**src/stroke_repeat_controller_defines.svh**
```systemverilog
// assertion macros for the stroke_repeat_controller rtl file
`ifndef STROKE_REPEAT_CONTROLLER_DEFINES_SVH
`define STROKE_REPEAT_CONTROLLER_DEFINES_SVH

`ifndef SYNTHESIS
`define SRC_ASSERT(lbl, clk, rst_n, prop, msg) \
    lbl: assert property (@(posedge clk) disable iff (!(rst_n)) (prop)) else $error(msg);
`define SRC_ASSERT_NEXT(lbl, clk, rst_n, ante, cons, msg) \
    lbl: assert property (@(posedge clk) disable iff (!(rst_n)) (ante) |=> (cons)) \
        else $error(msg);
`else
`define SRC_ASSERT(lbl, clk, rst_n, prop, msg)
`define SRC_ASSERT_NEXT(lbl, clk, rst_n, ante, cons, msg)
`endif

`endif

```
**src/srctl_pkg.sv**
```systemverilog
package srctl_pkg;

    localparam int ACT_W   = 3;
    localparam int DELAY_W = 16;
    localparam int SINCE_W = 17;
    localparam int CFG_IDX_W = 2;

    typedef enum logic [ACT_W-1:0] {
        OP_PRESS      = 3'd0,
        OP_RELEASE    = 3'd1,
        OP_CANCEL_KEY = 3'd2,
        OP_CANCEL_ALL = 3'd3,
        OP_TRIGGER    = 3'd4,
        OP_TICK       = 3'd5
    } t_opcode;

    typedef enum logic [CFG_IDX_W-1:0] {
        REG_INITIAL_DELAY = 2'd0,
        REG_REPEAT_DELAY  = 2'd1,
        REG_FORGET_SPAN   = 2'd2
    } t_cfg_reg;

    localparam logic [SINCE_W-1:0] SINCE_MAX = 17'h1FFFF;

    localparam logic [DELAY_W-1:0] INITIAL_DELAY_RST = 16'd300;
    localparam logic [DELAY_W-1:0] REPEAT_DELAY_RST  = 16'd100;
    localparam logic [DELAY_W-1:0] FORGET_SPAN_RST   = 16'd250;

endpackage

```
**src/srctl_out_buf.sv**
```systemverilog
module srctl_out_buf
    import srctl_pkg::*;
#(
    parameter int DATA_W = 67
) (
    input  logic              i_clk,
    input  logic              i_rst_n,
    input  logic              i_push,
    input  logic [DATA_W-1:0] i_data,
    output logic              o_full,
    output logic              o_valid,
    output logic [DATA_W-1:0] o_data,
    input  logic              i_ready
);

    logic              r_valid;
    logic              n_valid;
    logic [DATA_W-1:0] r_data;
    logic [DATA_W-1:0] n_data;
    logic              r_skid_valid;
    logic              n_skid_valid;
    logic [DATA_W-1:0] r_skid_data;
    logic [DATA_W-1:0] n_skid_data;
    logic              w_pop;

    assign w_pop   = r_valid & i_ready;
    assign o_full  = r_skid_valid;
    assign o_valid = r_valid;
    assign o_data  = r_data;

    always_comb begin
        n_valid      = r_valid;
        n_data       = r_data;
        n_skid_valid = r_skid_valid;
        n_skid_data  = r_skid_data;
        if (r_skid_valid) begin
            if (w_pop) begin
                n_data       = r_skid_data;
                n_skid_valid = 1'b0;
            end
        end else if (i_push) begin
            if (!r_valid || w_pop) begin
                n_valid = 1'b1;
                n_data  = i_data;
            end else begin
                n_skid_valid = 1'b1;
                n_skid_data  = i_data;
            end
        end else if (w_pop) begin
            n_valid = 1'b0;
        end
    end

    always_ff @(posedge i_clk) begin
        if (!i_rst_n) begin
            r_valid      <= 1'b0;
            r_skid_valid <= 1'b0;
        end else begin
            r_valid      <= n_valid;
            r_skid_valid <= n_skid_valid;
        end
        r_data      <= n_data;
        r_skid_data <= n_skid_data;
    end

endmodule

```
**src/stroke_repeat_controller.sv**
```systemverilog
// Chord autorepeat controller. Each input transaction is either a chord event
// (press, release, cancel key, cancel all, trigger), which is forwarded as one
// result transaction, or a one-millisecond tick, which advances the release
// timer and the repeat countdown and yields a trigger carrying the pressed
// chord when the countdown expires. Opcodes 6 and 7 are dropped. One
// transaction is taken every clock cycle unless the input stalls, and its
// result is registered. Results queue in a two-entry output buffer, and the
// input stalls only while both entries hold results not yet taken. The
// delay and forget-span registers may only be written while the block is idle.
`include "stroke_repeat_controller_defines.svh"

module stroke_repeat_controller
    import srctl_pkg::*;
#(
    parameter int KEY_BITS = 64
) (
    input  logic                 i_clk,
    input  logic                 i_rst_n,
    input  logic                 i_cfg_wr_en,
    input  logic [CFG_IDX_W-1:0] i_cfg_index,
    input  logic [DELAY_W-1:0]   i_cfg_wdata,
    input  logic                 i_in_valid,
    output logic                 o_in_ready,
    input  logic [ACT_W-1:0]     i_opcode,
    input  logic [KEY_BITS-1:0]  i_key_state,
    output logic                 o_out_valid,
    input  logic                 i_out_ready,
    output logic [ACT_W-1:0]     o_out_action,
    output logic [KEY_BITS-1:0]  o_out_keys
);

    localparam int RES_W = ACT_W + KEY_BITS;

    logic [DELAY_W-1:0]  r_initial_delay;
    logic [DELAY_W-1:0]  r_repeat_delay;
    logic [DELAY_W-1:0]  r_forget_span;

    logic [KEY_BITS-1:0] r_pressed;
    logic [KEY_BITS-1:0] n_pressed;
    logic [KEY_BITS-1:0] r_released;
    logic [KEY_BITS-1:0] n_released;
    logic                r_repeating;
    logic                n_repeating;
    logic                r_last_press;
    logic                n_last_press;
    logic [SINCE_W-1:0]  r_since;
    logic [SINCE_W-1:0]  n_since;
    logic [DELAY_W-1:0]  r_countdown;
    logic [DELAY_W-1:0]  n_countdown;

    logic                w_accept;
    logic                w_full;
    logic                w_res_valid;
    logic [ACT_W-1:0]    w_res_action;
    logic [KEY_BITS-1:0] w_res_keys;
    logic [RES_W-1:0]    w_out_data;

    assign o_in_ready = !w_full;
    assign w_accept   = i_in_valid & o_in_ready;

    // configuration registers
    always_ff @(posedge i_clk) begin
        if (!i_rst_n) begin
            r_initial_delay <= INITIAL_DELAY_RST;
            r_repeat_delay  <= REPEAT_DELAY_RST;
            r_forget_span   <= FORGET_SPAN_RST;
        end else if (i_cfg_wr_en) begin
            case (t_cfg_reg'(i_cfg_index))
                REG_INITIAL_DELAY: r_initial_delay <= i_cfg_wdata;
                REG_REPEAT_DELAY:  r_repeat_delay  <= i_cfg_wdata;
                REG_FORGET_SPAN:   r_forget_span   <= i_cfg_wdata;
                default: ;
            endcase
        end
    end

    always_comb begin
        n_pressed    = r_pressed;
        n_released   = r_released;
        n_repeating  = r_repeating;
        n_last_press = r_last_press;
        n_since      = r_since;
        n_countdown  = r_countdown;
        w_res_valid  = 1'b0;
        w_res_action = i_opcode;
        w_res_keys   = i_key_state;
        if (w_accept) begin
            case (t_opcode'(i_opcode))
                OP_PRESS: begin
                    w_res_valid  = 1'b1;
                    n_repeating  = 1'b0;
                    n_last_press = 1'b1;
                    n_pressed    = i_key_state;
                    if (r_since > {1'b0, r_forget_span}) begin
                        n_released = '0;
                    end else if (i_key_state == r_released) begin
                        n_repeating = 1'b1;
                        n_countdown = r_initial_delay;
                    end
                end
                OP_RELEASE: begin
                    w_res_valid = 1'b1;
                    n_repeating = 1'b0;
                    if (r_last_press) begin
                        n_last_press = 1'b0;
                        n_released   = r_pressed;
                        n_since      = '0;
                    end
                end
                OP_CANCEL_KEY, OP_CANCEL_ALL: begin
                    w_res_valid  = 1'b1;
                    n_repeating  = 1'b0;
                    n_last_press = 1'b0;
                    n_released   = '0;
                end
                OP_TRIGGER: begin
                    w_res_valid = 1'b1;
                end
                OP_TICK: begin
                    if (r_since != SINCE_MAX) begin
                        n_since = r_since + 1'b1;
                    end
                    if (r_repeating) begin
                        if (r_countdown <= 16'd1) begin
                            n_countdown  = r_repeat_delay;
                            w_res_valid  = 1'b1;
                            w_res_action = OP_TRIGGER;
                            w_res_keys   = r_pressed;
                        end else begin
                            n_countdown = r_countdown - 1'b1;
                        end
                    end
                end
                default: ;
            endcase
        end
    end

    always_ff @(posedge i_clk) begin
        if (!i_rst_n) begin
            r_pressed    <= '0;
            r_released   <= '0;
            r_repeating  <= 1'b0;
            r_last_press <= 1'b0;
            r_since      <= '0;
            r_countdown  <= '0;
        end else begin
            r_pressed    <= n_pressed;
            r_released   <= n_released;
            r_repeating  <= n_repeating;
            r_last_press <= n_last_press;
            r_since      <= n_since;
            r_countdown  <= n_countdown;
        end
    end

    srctl_out_buf #(
        .DATA_W (RES_W)
    ) u_out_buf (
        .i_clk   (i_clk),
        .i_rst_n (i_rst_n),
        .i_push  (w_res_valid),
        .i_data  ({w_res_action, w_res_keys}),
        .o_full  (w_full),
        .o_valid (o_out_valid),
        .o_data  (w_out_data),
        .i_ready (i_out_ready)
    );

    assign o_out_action = w_out_data[RES_W-1:KEY_BITS];
    assign o_out_keys   = w_out_data[KEY_BITS-1:0];

    `SRC_ASSERT(a_rep_needs_press, i_clk, i_rst_n, !r_repeating || r_last_press, "repeating without a held press")
    `SRC_ASSERT(a_stall_needs_result, i_clk, i_rst_n, o_in_ready || o_out_valid, "input stalled with empty output")
    `SRC_ASSERT_NEXT(a_release_stops, i_clk, i_rst_n, w_accept && (i_opcode == OP_RELEASE), !r_repeating, "release did not stop repeat")
    `SRC_ASSERT_NEXT(a_press_starts, i_clk, i_rst_n, w_accept && (i_opcode == OP_PRESS) && (i_key_state == r_released) && (r_since <= {1'b0, r_forget_span}), r_repeating, "matching press did not start repeat")

endmodule
```
**config.mk**
```make
export PLATFORM = sky130hd
export DESIGN_NAME = stroke_repeat_controller
export DESIGN_NICKNAME = d
export VERILOG_FILES = /design/src/srctl_pkg.sv /design/src/srctl_out_buf.sv /design/src/stroke_repeat_controller.sv
export VERILOG_INCLUDE_DIRS = /design/src /design/src/src
export SDC_FILE = /design/constraint.sdc
export NUM_CORES = 1
export LEC_CHECK = 0
export BUFFER_PORTS_ARGS = -buffer_cell sky130_fd_sc_hd__clkbuf_2
export CORE_MARGIN = 2
export CORE_UTILIZATION = 53
export CTS_CLUSTER_SIZE = 14
export DETAILED_ROUTE_END_ITERATION = 6
export GPL_TIMING_DRIVEN = 0
export PLACE_DENSITY = 0.76
export RECOVER_POWER = 50
export SYNTH_ARGS = -nofsm -noshare
export SYNTH_HDL_FRONTEND = slang
export SYNTH_SLANG_ARGS = --single-unit
```
**constraint.sdc**
```tcl
create_clock -name i_clk -period 7.5 [get_ports i_clk]
set_input_delay 1.125 -clock i_clk [delete_from_list [all_inputs] [get_ports i_clk]]
set_output_delay 1.125 -clock i_clk [all_outputs]
set_load 0.005 [all_outputs]
```
# After elaboration in Yosys (flattened, before gate mapping)
# Cells that the tools add are included.
# W data, S select, Z words.
# totals
output_inout_bits	69
in_bits	90
ff_bits	347
# classes
n_reduce_logical	26
order_cmp	2
n_mux	38
add_sub_neg	2
n_bitwise	4
eq_ne	17
# op_table
operator	n
$mux W64	6
$mux W67	4
$pmux W64 S3	1
$eq A64 B64 Y1	1
$mux W16	4
$mux W17	2
$pmux W17 S2	1
$pmux W16 S2	1
$add A17 B1 Y17 const B	1
$gt A17 B16 Y1	1
$ne A17 B17 Y1 const B	1
$le A16 B1 Y1 const B	1
$ne A2 B2 Y1 const B	8
$sub A16 B1 Y16 const B	1
$mux W1	12
$mux W3	4
$reduce_bool A2 Y1	6
$reduce_and A2 Y1	5
$reduce_and A3 Y1	3
$reduce_and A4 Y1	2
$eq A3 B2 Y1 const B	2
$eq A3 B3 Y1 const B	2
$pmux W1 S2	3
$reduce_and A5 Y1	1
other kinds (13)	16

# Longest topological paths before layout
# depth
depth_word	8
ltp_mapped	16

# Cells and area by module
# A second synthesis with hierarchy kept.
# hier_totals
cells_unflattened	1339
area_unflattened_um2	15003.1
# modules_own_cells
mod	cells_per_inst	area_each_um2	n_inst	seq_area_each_um2
stroke_repeat_controller	1117	9776.9	1	4224.1
srctl_out_buf	222	5226.3	1	4063.9

# Worst setup path after synthesis
# No wires, ideal clock.
# synth_timing
path_type	input to register
from	input i_opcode[0]
to	register u_out_buf.r_skid_data[0], enable pin
slack_ps	336
arrival_time_ps	6574
stages	5
cell_sequence	clkbuf_1 a21boi_0 o21ai_0 nand2_1 nor3b_1
# synth_via
elab_chain_cells	5
# synth_lines
element	line_no	source
start: declaration	stroke_repeat_controller.sv:24	input logic [ACT_W-1:0] i_opcode,
$eq A3 B1 Y1, or another cell as far along	stroke_repeat_controller.sv:88	case (t_opcode'(i_opcode))
$reduce_or A5 Y1 (no source line)	-	
$pmux W1 S2 *	stroke_repeat_controller.sv:88	
$mux W1 *	stroke_repeat_controller.sv:87	if (w_accept) begin
$reduce_and A3 Y1 (no source line) *	-	
end signal: assignment	srctl_out_buf.sv:63	r_skid_data <= n_skid_data;
end: declaration	srctl_out_buf.sv:22	logic [DATA_W-1:0] r_skid_data;
# Every way passes the cells marked *; elsewhere a longest branch is shown, timed or not.
# A chain may end at the register's enable or synchronous reset.

# Final worst setup path
# layout_timing
from	register r_countdown[2]
to	register u_out_buf.r_data[43] (netlist: u_out_buf.o_data[43]), enable pin
# layout_via
elab_chain_cells	7
# layout_lines
element	line_no	source
start: declaration	stroke_repeat_controller.sv:48	logic [DELAY_W-1:0] r_countdown;
start signal: assignment	stroke_repeat_controller.sv:153	r_countdown <= n_countdown;
$le A16 B1 Y1	stroke_repeat_controller.sv:124	if (r_countdown <= 16'd1) begin
$mux W1	stroke_repeat_controller.sv:124	
$mux W1	stroke_repeat_controller.sv:123	if (r_repeating) begin
$pmux W1 S2	stroke_repeat_controller.sv:88	
$mux W1	stroke_repeat_controller.sv:87	
$reduce_bool A2 Y1 (no source line)	-	
$reduce_and A3 Y1 (no source line)	-	
end signal: assignment	srctl_out_buf.sv:62	r_data <= n_data;
end: declaration	srctl_out_buf.sv:18	logic [DATA_W-1:0] r_data;
# Every way passes these cells.

==> reports/metrics.cfg <==
[run_status]
status = finished clean

[clocking]
cts-root-to-sink-buffers = 3
cts_buffers = 36
ctsHoldBuffers = 0
clock_sinks = 347
h-tree-depth = 2
clock_tree.root_cell = sky130_fd_sc_hd__clkbuf_16
insertion_delay_to_the_later_sink_of_the_worst_skew_pair_ns = 0.53
tritoncts = yes
cts_resized = 0
cts_post_setup_buffers_inserted = 0
clkTransAtPathRegs_ns = 0.06

[synth]
netlist_instances = 1346
synth_mux_area_frac = 0.114
synth_simple_gate_area_frac = 0.116
syn-cell-area_um2 = 14800
sequential_to_total_area_share_from_yosys_stat = 0.558
avgSynthCellArea_um2 = 11.0
synth.distinct_cells = 57
xor_and_xnor_fraction_of_the_mapped_netlist_area = 0.0484
yosys_register_bits = 347
yosys_warnings = 0
synthArstFlopShare = 0
synthFlopType = sky130_fd_sc_hd__dfxtp_1
combinational_family_with_the_most_area_after_synthesis = compound AO/OA/AOI/OAI gates
mapped_nets = 1456
synth-edff-count = 134
synth_compound_area_frac = 0.116
synth-adder-area-share = 0.0169

[drt]
post-route-drc-count = 0
vias_per_cell = 5.58
postRouteAntennaNets = 0
detail_route.wirelength_mm = 36.7
count_of_routing_violations_after_the_opening_detailed_route_iteration = 916
detailroute.via_count = 10900
dr.pass1.iters = 7
wl_per_cell_um = 18.8

[power]
share_of_total_power_in_combinational_logic = 0.076
p_int_mw = 3.18
pwr_density_cell_nw_per_um2 = 239
netSwitchingPower_mw = 0.940
power_leakage_nw = 6.43
netSwitchingFraction = 0.228
max-vdd-ir-drop_v = 0.000151
power.share.sequential = 0.494
share_clk_of_total_power = 0.431

[finish]
final_cell_count_no_fill = 1956
final_design_instance_area_without_fill_um2 = 17300
ratio_of_cells_with_drive_above_1_in_the_final_layout = 0.188
fin_util = 0.623
num-nets-final = 1660
fill_cell_total_of_the_finished_layout = 2234
area_growth_syn_to_layout_pct = 16.2

[sta]
finalHoldViolations = 0
finalSetupViolCount = 0
period_minus_slack_ns = 4.26
tightest_slew_ns = 1.09
maxSlewViolCount = 0
fin_skew_ns = 0.0210
timing.max_slew.rel_slack = 0.274
maxClockFrequency_mhz = 235
unrepaired_setup_endpoints_after_global_routing = no
totalNegativeSetupSlack_ns = 0
layout_worst_path_cycle_share = 0.568

[grt]
overflow_left_after_global_routing = 0
grt_start_max_net_pins = 20
number_of_antenna_violations_at_the_first_check_in_global_routing = 1
first_global_vias = 10600
wire_length_of_the_first_global_routing_pass_mm = 56.6
grt_usage = 0.247

[die]
die_area_um2 = 29400
rows = 61
fp.coreArea_um2 = 27700
die_width_um = 171
floorplan.die.height_um = 171
num_io_pins = 159
floorplan.initialDensity = 0.536

[setup_path]
endpoint_kind = flip-flop
cp_data_required_time_ns = 7.73
setup.worst_path.class = flip-flop to flip-flop
maximum_fanout_along_the_worst_path = 19
worst-endpoint-arrival_ns = 4.49
worstSetupStartpointType = flip-flop

[placement]
detailed_place.area_um2 = 16300
port_buffers = 157
place_inst = 1890
global_placement_routability_congestion = 0.914
hpwlAfterDp_mm = 26.4

[worst_hold_path]
holdCritPathClass = flip-flop to flip-flop

[flow_run]
maximum_capacitance_violations = 0

kinds of logic (layout without fill, tap and decap cells):
family / after synthesis / after routing
buf+inv: 105 / 336
fa+ha+maj: 20 / 20
compound gates: 268 / 268
other cells: 0 / 1
flops: 347 / 347
mux: 134 / 134
xor+xnor: 82 / 82
simple gates: 390 / 390
power by group through the flow:
stage / Sequential, mW / Combinational (mW) / Clock (mW)
after floorplan: 2.08 / 0.179 / 0
after CTS: 2.03 / 0.321 / 1.79
after global placement: 2.08 / 0.302 / 0
after detailed placement: 2.07 / 0.318 / 0
after global routing: 2.04 / 0.339 / 1.86
final: 2.03 / 0.311 / 1.77
placed cells by master, fill, tap and decap left out, types with 3 or more instances in the layout:
cell type / synthesis / layout
sky130_fd_sc_hd__clkinv_2: 0 / 4
sky130_fd_sc_hd__xnor2_1: 66 / 66
sky130_fd_sc_hd__a22o_1: 79 / 79
sky130_fd_sc_hd__clkbuf_2: 0 / 107
sky130_fd_sc_hd__o21ai_0: 35 / 37
sky130_fd_sc_hd__mux2_1: 15 / 25
sky130_fd_sc_hd__buf_2: 11 / 8
sky130_fd_sc_hd__dfxtp_1: 213 / 213
sky130_fd_sc_hd__nor4_1: 8 / 8
sky130_fd_sc_hd__mux2i_1: 3 / 3
sky130_fd_sc_hd__mux2_2: 67 / 67
sky130_fd_sc_hd__xor2_1: 16 / 16
sky130_fd_sc_hd__clkbuf_1: 58 / 125
sky130_fd_sc_hd__ha_1: 20 / 20
sky130_fd_sc_hd__a21o_1: 4 / 4
sky130_fd_sc_hd__clkbuf_8: 0 / 5
sky130_fd_sc_hd__clkbuf_16: 0 / 37
sky130_fd_sc_hd__and3_1: 4 / 4
sky130_fd_sc_hd__and3b_1: 3 / 3
sky130_fd_sc_hd__o211ai_1: 8 / 8
sky130_fd_sc_hd__or3_1: 8 / 8
sky130_fd_sc_hd__edfxtp_1: 134 / 134
sky130_fd_sc_hd__a21oi_1: 122 / 122
sky130_fd_sc_hd__nand3b_1: 3 / 3
sky130_fd_sc_hd__nand3_1: 16 / 16
sky130_fd_sc_hd__nor2_1: 41 / 41
sky130_fd_sc_hd__inv_1: 26 / 26
sky130_fd_sc_hd__buf_1: 3 / 4
sky130_fd_sc_hd__mux2_4: 49 / 39
sky130_fd_sc_hd__nand2_1: 262 / 262
sky130_fd_sc_hd__buf_6: 5 / 7
sky130_fd_sc_hd__nor3_1: 6 / 6
sky130_fd_sc_hd__a211oi_1: 2 / 3
sky130_fd_sc_hd__nand4_1: 22 / 22
per-stage QoR:
stage                     hold WS [ns]  worst slack, ns  power (mW)
after global routing             0.479             2.92        4.24
after global placement           0.443            -2.29        2.38
final                            0.456             3.24        4.12
after detailed placement         0.446             3.76        2.39
after floorplan                  0.433            0.336        2.25
after CTS                        0.454             3.86        4.15
per-layer routing:
metal / global-route usage / wire, µm / vias up
li1: - / - / 5202
met1: 0.330 / 16000 / 5201
met2: 0.407 / 16900 / 415
met3: 0.0407 / 2490 / 87
met4: 0.0888 / 1240 / 0
met5: 0 / 0 / -
synth_stat cells (2+ instances only):
master                     count  area share
sky130_fd_sc_hd__nand4_1      22      0.0093
sky130_fd_sc_hd__mux2_1       15       0.011
sky130_fd_sc_hd__a21o_1        4      0.0020
sky130_fd_sc_hd__nor4_1        8      0.0034
sky130_fd_sc_hd__mux2_4       49       0.050
sky130_fd_sc_hd__inv_1        26      0.0066
sky130_fd_sc_hd__and3b_1       3      0.0018
sky130_fd_sc_hd__o31ai_1       2      0.0010
sky130_fd_sc_hd__xor2_1       16      0.0094
sky130_fd_sc_hd__o21ai_0      35       0.012
sky130_fd_sc_hd__o211ai_1      8      0.0040
sky130_fd_sc_hd__buf_4         2      0.0010
sky130_fd_sc_hd__dfxtp_1     213        0.29
sky130_fd_sc_hd__a211o_1       2      0.0012
sky130_fd_sc_hd__a211oi_1      2      0.0010
sky130_fd_sc_hd__nand3b_1      3      0.0015
sky130_fd_sc_hd__and3_1        4      0.0017
sky130_fd_sc_hd__xnor2_1      66       0.039
sky130_fd_sc_hd__a21oi_1     122       0.041
sky130_fd_sc_hd__nand3_1      16      0.0054
sky130_fd_sc_hd__nor2_1       41       0.010
sky130_fd_sc_hd__edfxtp_1    134        0.27
sky130_fd_sc_hd__buf_6         5      0.0038
sky130_fd_sc_hd__clkbuf_1     58       0.015
sky130_fd_sc_hd__ha_1         20       0.017
sky130_fd_sc_hd__a22oi_1       2      0.0010
sky130_fd_sc_hd__and2_1        2     0.00084
sky130_fd_sc_hd__buf_1         3     0.00076
sky130_fd_sc_hd__mux2_2       67       0.051
sky130_fd_sc_hd__a31oi_1       2     0.00084
sky130_fd_sc_hd__nand2_1     262       0.066
sky130_fd_sc_hd__buf_2        11      0.0037
sky130_fd_sc_hd__nor3_1        6      0.0020
sky130_fd_sc_hd__a22o_1       79       0.047
sky130_fd_sc_hd__or3b_2        2      0.0012
sky130_fd_sc_hd__mux2i_1       3      0.0020
sky130_fd_sc_hd__nor3b_1       3      0.0015
sky130_fd_sc_hd__or3_1         8      0.0034
sky130_fd_sc_hd__o21ai_1       2     0.00067
registers in the layout, indices dropped and copies added, names as in the netlist:
name and count:
u_out_buf.o_data 67, r_last_press 1, u_out_buf.o_valid 1, r_repeat_delay 16, r_countdown 16, r_released 64
r_initial_delay 16, r_since 17, r_repeating 1, u_out_buf.r_skid_data 67, r_pressed 64, u_out_buf.o_full 1
r_forget_span 16
worst max-delay path: stages (launching register included):
cell                       delay [ns]
sky130_fd_sc_hd__dfxtp_1         0.29
sky130_fd_sc_hd__clkbuf_1        0.18
sky130_fd_sc_hd__nor3_1          0.19
sky130_fd_sc_hd__o21ai_0         0.24
sky130_fd_sc_hd__nor3_1          0.61
sky130_fd_sc_hd__a21boi_0        0.20
sky130_fd_sc_hd__o21ai_0         0.18
sky130_fd_sc_hd__nand2_1         0.14
sky130_fd_sc_hd__a22oi_1         0.71
sky130_fd_sc_hd__clkbuf_1        0.80
sky130_fd_sc_hd__buf_8           0.25
sky130_fd_sc_hd__buf_16          0.16
worst paths after layout:
kind                      startpoint              endpoint  slack [ns]  depth (start not counted)
hold reg to reg   r_initial_delay[9]    r_initial_delay[9]        0.46                          2
hold / removal    r_initial_delay[9]    r_initial_delay[9]        0.46                          2
setup / recovery      r_countdown[2]  u_out_buf.o_data[43]        3.24                         11
setup reg to reg      r_countdown[2]  u_out_buf.o_data[43]        3.24                         11
layout make-up:
| type | instances | area (µm²) | area share |
|---|---|---|---|
| Inverter | 26 | 97.6 | 0.00566 |
| Timing Repair Buffer | 166 | 828 | 0.0480 |
| Clock buffer | 53 | 1040 | 0.0606 |
| Sequential cell | 347 | 8290 | 0.480 |
| Clock inverter | 12 | 133 | 0.00769 |
| Multi-Input combinational cell | 894 | 6060 | 0.351 |
| Antenna cell | 1 | 2.50 | 0.000145 |
| Buffer | 79 | 325 | 0.0189 |
| Tap cell | 378 | 473 | 0.0274 |
Note: power is estimated with default switching activity, not from simulation.
